--- src/rtl/csv_field_parser_core_assert.svh ---
// assertion macros used by the csv field parser back emitter
`ifndef CSV_FIELD_PARSER_CORE_ASSERT_SVH
`define CSV_FIELD_PARSER_CORE_ASSERT_SVH
`ifndef NO_ASSERTIONS
// property that holds on every clock out of reset
`define CSVFP_ASSERT_HOLDS(label, prop) \
  label: assert property (@(posedge clk) disable iff (!rst_n) (prop)) \
    else $error("csvfp: invariant violated");
// same-cycle implication
`define CSVFP_ASSERT_IMPL(label, ante, cons) \
  label: assert property (@(posedge clk) disable iff (!rst_n) (ante) |-> (cons)) \
    else $error("csvfp: implication violated");
`else
`define CSVFP_ASSERT_HOLDS(label, prop)
`define CSVFP_ASSERT_IMPL(label, ante, cons)
`endif
`endif

--- src/rtl/csvfp_pkg.sv ---
package csvfp_pkg;

  localparam logic [7:0] CH_LF = 8'h0A;
  localparam logic [7:0] CH_CR = 8'h0D;
  localparam logic [7:0] CH_TAB = 8'h09;
  localparam logic [7:0] CH_SP = 8'h20;

  // trailing whitespace buffer
  localparam int WS_DEPTH = 16;
  localparam int WS_IDX_W = $clog2(WS_DEPTH);
  localparam int WS_CNT_W = $clog2(WS_DEPTH + 1);

  localparam logic [23:0] LINE_MAX = 24'hFFFFFF;

  // command queue between front and back
  localparam int Q_DEPTH = 2;
  localparam int Q_PTR_W = $clog2(Q_DEPTH);
  localparam int Q_CNT_W = $clog2(Q_DEPTH + 1);

  // configuration register indexes
  localparam logic CFG_QUOTE = 1'b0;
  localparam logic CFG_SEPARATOR = 1'b1;

  typedef enum logic [1:0] {
    KIND_CONTENT   = 2'd0,
    KIND_FIELD_END = 2'd1,
    KIND_ROW_END   = 2'd2,
    KIND_ERROR     = 2'd3
  } kind_t;

  typedef enum logic [1:0] {
    ERR_NONE          = 2'd0,
    ERR_EOF_IN_QUOTES = 2'd1,
    ERR_STRAY_BYTE    = 2'd2,
    ERR_WS_OVERFLOW   = 2'd3
  } err_t;

  // one command from the classifier to the emitter
  typedef struct packed {
    logic        store;  // append data to whitespace buffer, no result
    logic        flush;  // release buffered whitespace before the result
    kind_t       kind;
    logic [7:0]  data;
    err_t        code;
    logic [23:0] line;
  } cmd_t;

  function automatic logic is_ws(input logic [7:0] b);
    return (b == CH_SP) || ((b >= CH_TAB) && (b <= CH_CR));
  endfunction

endpackage

--- src/rtl/csvfp_front.sv ---
module csvfp_front import csvfp_pkg::*; (
  input  logic        clk,
  input  logic        rst_n,
  input  logic        in_valid,
  output logic        in_ready,
  input  logic        in_action,
  input  logic [7:0]  in_data_byte,
  input  logic        cfg_valid,
  output logic        cfg_ready,
  input  logic        cfg_index,
  input  logic [7:0]  cfg_data,
  input  logic        q_full,
  output logic        push,
  output cmd_t        push_cmd
);

  typedef enum logic [6:0] {
    ST_ROW    = 7'b0000001,
    ST_FIELD  = 7'b0000010,
    ST_UNQ    = 7'b0000100,
    ST_QUOTED = 7'b0001000,
    ST_QSEEN  = 7'b0010000,
    ST_AFTERQ = 7'b0100000,
    ST_HALT   = 7'b1000000
  } pstate_t;

  pstate_t             state_r, state_nxt, s_eff;
  logic                cr_r, cr_nxt;
  logic [WS_CNT_W-1:0] pc_r, pc_nxt;
  logic [23:0]         line_r, line_nxt, line_inc;
  logic [7:0]          quote_r, sep_r;
  logic [7:0]          bb;
  logic                acc, eof, is_lf, ws;

  assign in_ready  = !q_full;
  assign cfg_ready = 1'b1;
  assign acc       = in_valid && in_ready;
  assign eof       = in_action;
  assign line_inc  = (line_r == LINE_MAX) ? line_r : line_r + 24'd1;

  // configuration registers
  always_ff @(posedge clk) begin
    if (!rst_n) begin
      quote_r <= 8'd34;
      sep_r   <= 8'd44;
    end else if (cfg_valid) begin
      unique case (cfg_index)
        CFG_QUOTE:     quote_r <= cfg_data;
        CFG_SEPARATOR: sep_r   <= cfg_data;
        default:       ;
      endcase
    end
  end

  // classify one beat and update parse state
  always_comb begin
    state_nxt = state_r;
    cr_nxt    = cr_r;
    pc_nxt    = pc_r;
    line_nxt  = line_r;
    push      = 1'b0;
    push_cmd  = '{store: 1'b0, flush: 1'b0, kind: KIND_CONTENT, data: 8'h00,
                  code: ERR_NONE, line: line_r};
    bb        = eof ? 8'h00 : in_data_byte;
    is_lf     = 1'b0;
    ws        = 1'b0;
    s_eff     = state_r;
    if (acc && state_r != ST_HALT) begin
      cr_nxt = 1'b0;
      // lf right after a cr that acted as newline is swallowed
      if (!(cr_r && !eof && in_data_byte == CH_LF)) begin
        if (!eof && in_data_byte == CH_CR &&
            (state_r == ST_ROW || state_r == ST_FIELD ||
             state_r == ST_UNQ || state_r == ST_QSEEN)) begin
          bb     = CH_LF;
          cr_nxt = 1'b1;
        end
        is_lf = !eof && (bb == CH_LF);
        ws    = !eof && is_ws(bb);
        // fall-through transitions resolved before acting
        if (s_eff == ST_ROW && !eof && !is_lf) begin
          s_eff = ST_FIELD;
        end
        if (s_eff == ST_FIELD && !eof && !is_lf && !ws && bb != quote_r) begin
          s_eff = ST_UNQ;
        end
        if (s_eff == ST_QSEEN && (eof || bb != quote_r)) begin
          s_eff = ST_AFTERQ;
        end
        state_nxt = s_eff;
        unique case (s_eff)
          ST_ROW: begin
            if (is_lf) begin
              line_nxt = line_inc;
            end
          end
          ST_FIELD: begin
            if (eof || is_lf) begin
              push          = 1'b1;
              push_cmd.kind = KIND_ROW_END;
              line_nxt      = line_inc;
              pc_nxt        = '0;
              state_nxt     = ST_ROW;
            end else if (!ws) begin
              state_nxt = ST_QUOTED;
            end
          end
          ST_UNQ: begin
            push = 1'b1;
            if (eof || is_lf) begin
              push_cmd.kind = KIND_ROW_END;
              line_nxt      = line_inc;
              pc_nxt        = '0;
              state_nxt     = ST_ROW;
            end else if (bb == sep_r) begin
              push_cmd.kind = KIND_FIELD_END;
              pc_nxt        = '0;
              state_nxt     = ST_FIELD;
            end else if (ws) begin
              if (pc_r >= WS_CNT_W'(WS_DEPTH)) begin
                push_cmd.kind = KIND_ERROR;
                push_cmd.code = ERR_WS_OVERFLOW;
                pc_nxt        = '0;
                state_nxt     = ST_HALT;
              end else begin
                push_cmd.store = 1'b1;
                push_cmd.data  = bb;
                pc_nxt         = pc_r + WS_CNT_W'(1);
              end
            end else begin
              push_cmd.flush = 1'b1;
              push_cmd.data  = bb;
              pc_nxt         = '0;
            end
          end
          ST_QUOTED: begin
            if (eof) begin
              push          = 1'b1;
              push_cmd.kind = KIND_ERROR;
              push_cmd.code = ERR_EOF_IN_QUOTES;
              pc_nxt        = '0;
              state_nxt     = ST_HALT;
            end else if (bb == quote_r) begin
              state_nxt = ST_QSEEN;
            end else begin
              push          = 1'b1;
              push_cmd.data = bb;
              if (is_lf) begin
                line_nxt = line_inc;
              end
            end
          end
          ST_QSEEN: begin
            // doubled quote
            push          = 1'b1;
            push_cmd.data = bb;
            state_nxt     = ST_QUOTED;
          end
          ST_AFTERQ: begin
            if (eof || is_lf) begin
              push          = 1'b1;
              push_cmd.kind = KIND_ROW_END;
              line_nxt      = line_inc;
              pc_nxt        = '0;
              state_nxt     = ST_ROW;
            end else if (bb == sep_r) begin
              push          = 1'b1;
              push_cmd.kind = KIND_FIELD_END;
              state_nxt     = ST_FIELD;
            end else if (!ws) begin
              push          = 1'b1;
              push_cmd.kind = KIND_ERROR;
              push_cmd.code = ERR_STRAY_BYTE;
              pc_nxt        = '0;
              state_nxt     = ST_HALT;
            end
          end
          default: state_nxt = ST_HALT;
        endcase
      end
    end
  end

  always_ff @(posedge clk) begin
    if (!rst_n) begin
      state_r <= ST_ROW;
      cr_r    <= 1'b0;
      pc_r    <= '0;
      line_r  <= 24'd1;
    end else begin
      state_r <= state_nxt;
      cr_r    <= cr_nxt;
      pc_r    <= pc_nxt;
      line_r  <= line_nxt;
    end
  end

endmodule

--- src/rtl/csvfp_queue.sv ---
module csvfp_queue import csvfp_pkg::*; (
  input  logic clk,
  input  logic rst_n,
  input  logic push,
  input  cmd_t push_cmd,
  output logic full,
  input  logic pop,
  output logic head_valid,
  output cmd_t head
);

  cmd_t               mem_r [Q_DEPTH];
  logic [Q_PTR_W-1:0] wr_r, rd_r;
  logic [Q_CNT_W-1:0] cnt_r;

  assign full       = (cnt_r == Q_CNT_W'(Q_DEPTH));
  assign head_valid = (cnt_r != '0);
  assign head       = mem_r[rd_r];

  // entry storage
  always_ff @(posedge clk) begin
    if (push) begin
      mem_r[wr_r] <= push_cmd;
    end
  end

  // pointers and fill level
  always_ff @(posedge clk) begin
    if (!rst_n) begin
      wr_r  <= '0;
      rd_r  <= '0;
      cnt_r <= '0;
    end else begin
      if (push) begin
        wr_r <= (wr_r == Q_PTR_W'(Q_DEPTH - 1)) ? '0 : wr_r + Q_PTR_W'(1);
      end
      if (pop) begin
        rd_r <= (rd_r == Q_PTR_W'(Q_DEPTH - 1)) ? '0 : rd_r + Q_PTR_W'(1);
      end
      unique case ({push, pop})
        2'b10:   cnt_r <= cnt_r + Q_CNT_W'(1);
        2'b01:   cnt_r <= cnt_r - Q_CNT_W'(1);
        default: cnt_r <= cnt_r;
      endcase
    end
  end

endmodule

--- src/rtl/csvfp_back.sv ---
`include "csv_field_parser_core_assert.svh"

module csvfp_back import csvfp_pkg::*; (
  input  logic        clk,
  input  logic        rst_n,
  input  logic        head_valid,
  input  cmd_t        head,
  output logic        pop,
  output logic        out_valid,
  input  logic        out_ready,
  output logic [1:0]  out_kind,
  output logic [7:0]  out_content_byte,
  output logic [1:0]  out_error_code,
  output logic [23:0] out_line_number,
  output logic        out_last
);

  logic [7:0]          ws_mem_r [WS_DEPTH];
  logic [WS_CNT_W-1:0] cnt_r, cnt_nxt, fi_r, fi_nxt;
  logic                wr_en, load, room;
  logic                out_valid_r, out_valid_nxt;
  kind_t               out_kind_r, kind_nxt;
  logic [7:0]          out_data_r, data_nxt;
  err_t                out_code_r, code_nxt;
  logic [23:0]         out_line_r;
  logic                out_last_r, last_nxt;

  assign room = !out_valid_r || out_ready;

  // execute the queue head: buffer whitespace or release results
  always_comb begin
    pop           = 1'b0;
    wr_en         = 1'b0;
    load          = 1'b0;
    cnt_nxt       = cnt_r;
    fi_nxt        = fi_r;
    kind_nxt      = head.kind;
    data_nxt      = head.data;
    code_nxt      = head.code;
    last_nxt      = 1'b1;
    out_valid_nxt = out_valid_r && !out_ready;
    if (head_valid) begin
      if (head.store) begin
        pop     = 1'b1;
        wr_en   = 1'b1;
        cnt_nxt = cnt_r + WS_CNT_W'(1);
      end else if (room) begin
        load          = 1'b1;
        out_valid_nxt = 1'b1;
        if (head.flush && fi_r < cnt_r) begin
          kind_nxt = KIND_CONTENT;
          data_nxt = ws_mem_r[fi_r[WS_IDX_W-1:0]];
          code_nxt = ERR_NONE;
          last_nxt = 1'b0;
          fi_nxt   = fi_r + WS_CNT_W'(1);
        end else begin
          pop     = 1'b1;
          fi_nxt  = '0;
          cnt_nxt = '0;
        end
      end
    end
  end

  // whitespace buffer
  always_ff @(posedge clk) begin
    if (wr_en) begin
      ws_mem_r[cnt_r[WS_IDX_W-1:0]] <= head.data;
    end
  end

  // output register payload
  always_ff @(posedge clk) begin
    if (load) begin
      out_kind_r <= kind_nxt;
      out_data_r <= data_nxt;
      out_code_r <= code_nxt;
      out_line_r <= head.line;
      out_last_r <= last_nxt;
    end
  end

  always_ff @(posedge clk) begin
    if (!rst_n) begin
      out_valid_r <= 1'b0;
      cnt_r       <= '0;
      fi_r        <= '0;
    end else begin
      out_valid_r <= out_valid_nxt;
      cnt_r       <= cnt_nxt;
      fi_r        <= fi_nxt;
    end
  end

  assign out_valid        = out_valid_r;
  assign out_kind         = out_kind_r;
  assign out_content_byte = out_data_r;
  assign out_error_code   = out_code_r;
  assign out_line_number  = out_line_r;
  assign out_last         = out_last_r;

  // checks
  `CSVFP_ASSERT_HOLDS(a_ws_cnt_bound, cnt_r <= WS_CNT_W'(WS_DEPTH))
  `CSVFP_ASSERT_HOLDS(a_flush_idx_bound, fi_r <= cnt_r)
  `CSVFP_ASSERT_IMPL(a_inner_beat_content, out_valid_r && !out_last_r, out_kind_r == KIND_CONTENT)

endmodule

--- src/rtl/csv_field_parser_core.sv ---
// csv field parser
// in channel: one beat per input byte (in_action 0, byte on in_data_byte) or an
//   end-of-input mark (in_action 1). out channel: content bytes, field ends,
//   row ends and errors, each tagged with its line number; out_last marks the
//   final result of an input beat. cfg channel: index 0 quote, 1 separator,
//   always ready; user must write it only while the block is idle (not enforced).
// a front classifier takes one input beat per cycle, while the two-entry command
//   queue has room; the back emitter turns each command into results, one per
//   cycle while out_ready allows. a beat's first result reaches the out ports
//   through the command queue and then the emitter's output register. a beat
//   that only buffers whitespace yields no result; a beat that releases n buffered
//   whitespace bytes yields n + 1 results, so the output register sets the pace.
// stall: when out_ready is low the result holds, the queue fills and
//   in_ready drops after two more commands.
// reset: synchronous, rst_n low; row start, line 1, quote 34, separator 44.
// after an error result the block swallows all input until reset.
module csv_field_parser_core import csvfp_pkg::*; (
  input  logic        clk,
  input  logic        rst_n,
  input  logic        in_valid,
  output logic        in_ready,
  input  logic        in_action,
  input  logic [7:0]  in_data_byte,
  output logic        out_valid,
  input  logic        out_ready,
  output logic [1:0]  out_kind,
  output logic [7:0]  out_content_byte,
  output logic [1:0]  out_error_code,
  output logic [23:0] out_line_number,
  output logic        out_last,
  input  logic        cfg_valid,
  output logic        cfg_ready,
  input  logic        cfg_index,
  input  logic [7:0]  cfg_data
);

  logic push, q_full, pop, head_valid;
  cmd_t push_cmd, head;

  csvfp_front u_front (
    .clk          (clk),
    .rst_n        (rst_n),
    .in_valid     (in_valid),
    .in_ready     (in_ready),
    .in_action    (in_action),
    .in_data_byte (in_data_byte),
    .cfg_valid    (cfg_valid),
    .cfg_ready    (cfg_ready),
    .cfg_index    (cfg_index),
    .cfg_data     (cfg_data),
    .q_full       (q_full),
    .push         (push),
    .push_cmd     (push_cmd)
  );

  csvfp_queue u_queue (
    .clk        (clk),
    .rst_n      (rst_n),
    .push       (push),
    .push_cmd   (push_cmd),
    .full       (q_full),
    .pop        (pop),
    .head_valid (head_valid),
    .head       (head)
  );

  csvfp_back u_back (
    .clk              (clk),
    .rst_n            (rst_n),
    .head_valid       (head_valid),
    .head             (head),
    .pop              (pop),
    .out_valid        (out_valid),
    .out_ready        (out_ready),
    .out_kind         (out_kind),
    .out_content_byte (out_content_byte),
    .out_error_code   (out_error_code),
    .out_line_number  (out_line_number),
    .out_last         (out_last)
  );

endmodule

--- config.mk ---
export PLATFORM = sky130hd
export DESIGN_NAME = csv_field_parser_core
export DESIGN_NICKNAME = d
export VERILOG_FILES = /design/src/rtl/csvfp_pkg.sv /design/src/rtl/csvfp_front.sv /design/src/rtl/csvfp_queue.sv /design/src/rtl/csvfp_back.sv /design/src/rtl/csv_field_parser_core.sv
export VERILOG_INCLUDE_DIRS = /design/src /design/src/rtl
export SDC_FILE = /design/constraint.sdc
export NUM_CORES = 1
export LEC_CHECK = 0
export ABC_AREA = 1
export BUFFER_PORTS_ARGS = -buffer_cell sky130_fd_sc_hd__buf_2
export CAP_MARGIN = 10
export CORE_MARGIN = 3
export CORE_UTILIZATION = 34
export CTS_CLUSTER_DIAMETER = 60
export DETAILED_ROUTE_END_ITERATION = 12
export PLACE_DENSITY = 0.55
export SLEW_MARGIN = 5
export SYNTH_ARGS = -nofsm -noshare
export SYNTH_HDL_FRONTEND = slang
export SYNTH_SLANG_ARGS = --single-unit
--- constraint.sdc ---
create_clock -name clk -period 6.6 [get_ports clk]
set_clock_uncertainty 0.1 [all_clocks]
set_input_delay 0.33 -clock clk [delete_from_list [all_inputs] [get_ports clk]]
set_output_delay 0.33 -clock clk [all_outputs]
set_load 0.005 [all_outputs]
==> qor.txt, run 1 <==
maximum clock path buffer count: 3
Slowest Stage Delay on Critical Path: 470 ps
ys async rst share: 0%
Filler cells: 3902
finished layout cell area: 16110 um^2
r2r startpoint: u_front.state_r[6]
Worst Setup End Kind: flip-flop
total clock buffers created by CTS: 39
maximum VDD drop: 0.1861 mV
root buffer cell: clkbuf_16
WHS: 31.74 ps
WL final: 32870 um
Pre-antenna DRT Iters: 5
io pins: 63
vias per cell: 4.876
number of global-route vias before repair: 9166
total power: 5.657 mW
top cell type's share of synthesized area: 52.35%
Tightest Pin Transition: 890.1 ps
Avg Cell Area, Syn: 10.44 um^2
crit path time final: 4079 ps
cell depth of the worst setup path: 23
via count: 9547
DIE HEIGHT: 207.6 um
top-count cell post-synth: nand2_1
Flop pwr share: 44.1%
Worst R2R Path Depth: 23
Combinational Power Share: 17.6%
post-synthesis cell count: 1324
final RePlAce weighted congestion: 0.8896
post-synthesis sequential area ratio: 62.93%
yosys synthesis warning count: 0
Data required, critical path: 6660 ps
count of input and output buffers: 61
Total Routing Usage GR: 15.02%
pwr dens: 351.2 nW/um^2
initial antenna violation count: 0
Setup Viol. Count Final: 0
Final Max Tran Viols: 0
share of layout cells above drive strength 1: 13.68%
die footprint: 43110 um^2
Worst Hold Class: in2reg
final hold viol count: 0
RSZ-0062 raised after global routing: no
Num Clock Sinks: 314
R2R Path End: u_queue.mem_r[0][6]
fin crit share: 61.80%
Routed WL per cell: 16.79 um
Sw Share: 28.39%
largest area contributor in the netlist: edfxtp_1
Final HPWL DP: 21940 um
Int Power: 4.051 mW
Pleak: 5.786 nW
Die X: 207.6 um
Synth cell types: 49
initial core utilization: 34.63%
CP max-delay cell: buf_4
# rows: 73
dominant synthesized flop cell: edfxtp_1
largest cells by area after synthesis: edfxtp_1 (52%), dfxtp_1 (11%), nand2_1 (7.1%), nor2_1 (3.6%), a21oi_1 (3.2%)
post-route setup TNS: 0 ps
Non-Filler Instances: 1958
CP arrival: 4140 ps
worst-path cell chain: nor2_2 > nand2_2 > inv_2 > nand2_2 > nand3_2 > nand2_4 > nand2_4 > nand3_1 > nand2_1 > nand2_1 > nand2_2 > nor2_4 > nand3_4 > nand2_1 > nand4_2 > nor2_1 > inv_1 > nand2_1 > nor3_1 > nor2_1 > inv_1 > nor2_4 > buf_4
CTS tree: done
Post-synth top cells: nand2_1 (260), edfxtp_1 (241), nor2_1 (133), inv_1 (106), a21oi_1 (88)
ant diodes: 0
largest net degree at the start of global routing: 52
synthesized area: 13820 um^2
Mapped Nets: 1360
CORE AREA: 39910 um^2
worst reg2reg setup slack: 2520 ps
Clk Latency, worst-skew pair: 530 ps
GR Overflow Total: 0
Starting DRT DRC Count: 582
Rel. slew slack: 40.44%
first-pass GRT wire length: 51610 um
CP most frequent cell: nand2_1
Crit path max-delay family: simple AND/OR/NAND/NOR gates
Area after DPL: 14710 um^2
P_sw: 1.606 mW
DRC: 0
clock share of power: 38.3%
Max Fclk: 245.2 MHz
Final #Nets: 1438
startpoint types: flip-flop
ANT nets after route: 0
H-tree depth: 2
Setup CP Type: reg2reg
clock transition at the registers of the reported paths: 50 ps
Critical Path Sink: u_queue.mem_r[0][6]
outcome: completed
critical path startpoint: u_front.state_r[6]
dpl cells: 1879
crit path buf inv count: 4
post-CTS setup buffer count: 0
MaxCap Viol Count: 0
Post-synth EDFFs: 241
CP max FO: 30
FF+latch count, synth: 314
Layout area overhead: 16.53%
final cells by class:
| type | instances | area [um^2] | area share, % |
|---|---|---|---|
| Tap cell | 525 | 656.9 | 4.078 |
| Multi-Input combinational cell | 846 | 4501 | 27.94 |
| Timing Repair Buffer | 79 | 457.9 | 2.843 |
| Sequential cell | 314 | 8703 | 54.03 |
| Clock buffer | 54 | 1064 | 6.602 |
| Inverter | 122 | 459.2 | 2.851 |
| Clock inverter | 18 | 266.5 | 1.655 |
worst min-delay path: stages:
cell	delay (ps)
buf_2	100
o21ai_0	90
nor2_1	90
logic make-up after synthesis:
| kind of cell | after synthesis | synth area share [%] |
|---|---|---|
| fa+ha+maj | 13 | 1.177 |
| mux | 32 | 2.317 |
| xor+xnor | 25 | 1.584 |
| other cells | 1 | 0.02713 |
| compound gates | 229 | 9.332 |
| simple gates | 546 | 18.01 |
| buf+inv | 164 | 4.625 |
| flops | 314 | 62.93 |
cell usage in the layout (no fill, tap or decap), drive strengths merged, types with 24 or more instances in the layout:
cell and instances:
a21oi 92, buf 72, clkbuf 54, dfxtp 73
edfxtp 241, inv 123, mux2i 32, nand2 277
nand3 59, nor2 146, nor3 33, o211ai 24
o21ai 87
per-layer routing:
layer / vias to the layer above / wire length [um] / global-route usage [%]
li1: 4746 / - / -
met4: 0 / 615 / 3.790
met5: - / 0 / 0
met1: 4549 / 15510 / 21.11
met3: 42 / 1536 / 2.735
met2: 210 / 15210 / 24.20
power by group through the flow:
stage	clock [mW]	combinational, mW	sequential, mW
2_1_floorplan	0	0.650	2.51
3_5_place_dp	0	1.02	2.54
3_3_place_gp	0	1.01	2.54
5_1_grt	2.30	1.13	2.51
4_1_cts	2.22	1.02	2.50
6_report	2.17	0.996	2.50
worst min path at each step:
stage | start | endpoint | slack [ps] | cells after the start
floorplan | u_queue.rd_r | flip-flop | 330 | 1
global placement | u_queue.rd_r | u_queue.rd_r | 340 | 1
detailed placement | u_queue.rd_r | flip-flop | 350 | 1
CTS | cfg_data[0] | u_front.sep_r[0] | 10 | 3
global route | cfg_data[0] | u_front.sep_r[0] | 70 | 3
finish | cfg_data[0] | u_front.sep_r[0] | 30 | 3
what timing repair did:
item	4_1_cts	5_1_grt
hold endpoints to repair	10	0
hold buffers	7	0
gates resized for setup	0	0
sequential cells by signal, summed over array words and instances, names as in the netlist, 5 cells and up, named ones only:
signal / count
u_back.ws_mem_r: 128
u_queue.mem_r: 76
u_back.out_line_number: 24
u_front.line_r: 24
u_back.out_content_byte: 8
u_front.quote_r: 8
u_front.sep_r: 8
u_front.state_r: 7
u_back.cnt_r: 5
u_back.fi_r: 5
u_front.pc_r: 5
per-stage QoR:
stage	setup WS, ps	utilization (%)
4_1_cts	2513	40.36
3_3_place_gp	2541	36.85
2_1_floorplan	2127	-
6_report	2521	40.36
3_5_place_dp	2452	36.85
5_1_grt	2087	40.36
Power figures use the tool's default switching activity.
==> run 2: changes to the inputs <==
- PLACE_DENSITY: 0.55 -> 0.57
- clock period: 6.6 -> 3.71 ns (I/O delays scaled with it)
==> run 2 against run 1 <==
Non-clock buffer count increased by 32. Sequential share of layout area down 0.73 points. Clock power is 67% higher. Combinational power is 85% higher. Clock-buffer cell count shrank 7. Fmax up 19%. Setup slack lost 2200 ps. Routed wire length up 0.82%. Global-route usage rose by 0.16 points. Final area is 1.4% higher. Highest routed layer unchanged.
==> qor.txt, run 2 (synthesis results as in run 1) <==
total power: 9.908 mW
Sw Share: 28.80%
total clock buffers created by CTS: 37
Tightest Pin Transition: 919.3 ps
first-pass GRT wire length: 52490 um
clock share of power: 36.5%
Final HPWL DP: 22130 um
crit path buf inv count: 5
via count: 9802
Area after DPL: 14910 um^2
final setup margin: 294.9 ps
Setup CP Type: reg2reg
WHS: 33.94 ps
vias per cell: 4.933
Data required, critical path: 3830 ps
count of input and output buffers: 61
maximum clock path buffer count: 3
Worst Hold Class: in2reg
commonest non-fill, non-tap cells in the layout: nand2_1 (259), edfxtp_1 (241), nor2_1 (129), inv_1 (104), a21oi_1 (88)
Clk Latency, worst-skew pair: 520 ps
CTS tree: done
Reg area: 8710 um^2
WL final: 33140 um
Routed WL per cell: 16.68 um
DR WL met3: 1697 um
maximum VDD drop: 0.3751 mV
finished layout cell area: 16340 um^2
Rel. slew slack: 38.49%
final hold viol count: 0
final RePlAce weighted congestion: 0.8886
root buffer cell: clkbuf_16
largest net degree at the start of global routing: 72
Pleak: 5.901 nW
Non-Filler Instances: 1987
CP arrival: 3530 ps
post-route setup TNS: 0 ps
final core occ: 40.94%
Combinational Power Share: 18.6%
Final #Nets: 1469
Die X: 207.6 um
Num Clock Sinks: 314
fin crit share: 92.05%
Int Power: 7.055 mW
number of global-route vias before repair: 9464
Setup Viol. Count Final: 0
Crit path max-delay family: simple AND/OR/NAND/NOR gates
pre-CTS WS: 67.65 ps
worst-path cell chain: inv_2 > nand2_1 > nor2_4 > nand2_2 > nand3_4 > nand2_4 > nand2_4 > buf_4 > xor2_1 > nand2_1 > nor2_1 > nand2_1 > inv_1 > nor2_1 > nand2_1 > nand2_1 > nand2_1 > nor3_1 > nor2_1 > inv_2 > nor2_4 > buf_4
io pins: 63
Flop pwr share: 44.9%
# rows: 73
DIE HEIGHT: 207.6 um
CP max FO: 13
Final Max Tran Viols: 0
Pre-antenna DRT Iters: 5
clock transition at the registers of the reported paths: 60 ps
Slowest Stage Delay on Critical Path: 340 ps
ANT nets after route: 0
top sig layer: met4
share of layout cells above drive strength 1: 15.73%
die footprint: 43110 um^2
met2 wire len: 15640 um
max reg flops: 128
Filler cells: 3860
initial antenna violation count: 0
Max Fclk: 292.8 MHz
CORE AREA: 39910 um^2
outcome: completed
H-tree depth: 2
initial core utilization: 34.63%
Layout area overhead: 18.21%
Total Routing Usage GR: 15.18%
commonest non-fill, non-tap cell in the layout: nand2_1
GR Overflow Total: 0
area occupied by multi-input gates: 4553 um^2
Metal-1 WL: 15260 um
CP most frequent cell: nand2_1
Starting DRT DRC Count: 638
pwr dens: 606.3 nW/um^2
crit path time final: 3415 ps
DRC: 0
startpoint types: flip-flop
P_sw: 2.853 mW
dpl cells: 1903
ant diodes: 0
Worst Setup End Kind: flip-flop
MaxCap Viol Count: 0
CP max-delay cell: dfxtp_2
## run 2: changes by cell type in the layout (fill, tap and decap cells not counted), moves of 3 or more
cell	before	now
buf_4	11	37
clkinv_1	4	10
dfxtp_1	71	66
dfxtp_2	1	6
clkbuf_1	13	9
dlygate4sd3_1	7	11
inv_6	3	0
## run 2: cell type report
| class | instances | share of cell area, % |
|---|---|---|
| tap | 525 | 4.020 |
| timing repair buffer | 111 | 4.487 |
| sequential | 314 | 53.30 |
| clock inverter | 21 | 1.478 |
| clock buffer | 47 | 6.026 |
| inverter | 122 | 2.825 |
| multi-input combinational | 847 | 27.86 |
## run 2: final timing paths
check / start / end / slack [ps] / cells past startpoint
min reg2reg: u_queue.rd_r / flip-flop / 350 / 1
max reg2reg: u_front.state_r[2] / u_queue.mem_r[0][22] / 290 / 22
max: u_front.state_r[2] / u_queue.mem_r[0][22] / 290 / 22
min: cfg_valid / u_front.quote_r[1] / 30 / 4
## run 2: per-layer routing
layer / track usage (%) / vias to the layer above
met5: 0 / -
met4: 4.371 / 0
met3: 2.645 / 39
met2: 24.82 / 250
met1: 20.89 / 4696
li1: - / 4817
## run 2: power groups by stage
stage,Sequential [mW],Clock [mW],Combinational (mW)
floorplan,4.47,0,1.16
global placement,4.51,0,1.79
detailed placement,4.52,0,1.81
CTS,4.45,3.70,1.83
global route,4.48,3.85,2.09
finish,4.45,3.62,1.84
## run 2: what timing repair did
item                                    CTS  global route
hold buffers                             11             0
endpoints found under the hold margin    18             0
endpoints found under the setup margin    0            81
setup buffers                             0             4
resized for setup                         0            18
## run 2: worst register-to-register path: stages, from the launching register on
cell and delay (ps):
dfxtp_2 340, inv_2 90, nand2_1 100, nor2_4 180
nand2_2 100, nand3_4 120, nand2_4 100, nand2_4 130
buf_4 120, xor2_1 130, nand2_1 80, nor2_1 110
nand2_1 80, inv_1 180, nor2_1 90, nand2_1 150
nand2_1 70, nand2_1 70, nor3_1 40, nor2_1 220
inv_2 100, nor2_4 140, buf_4 260
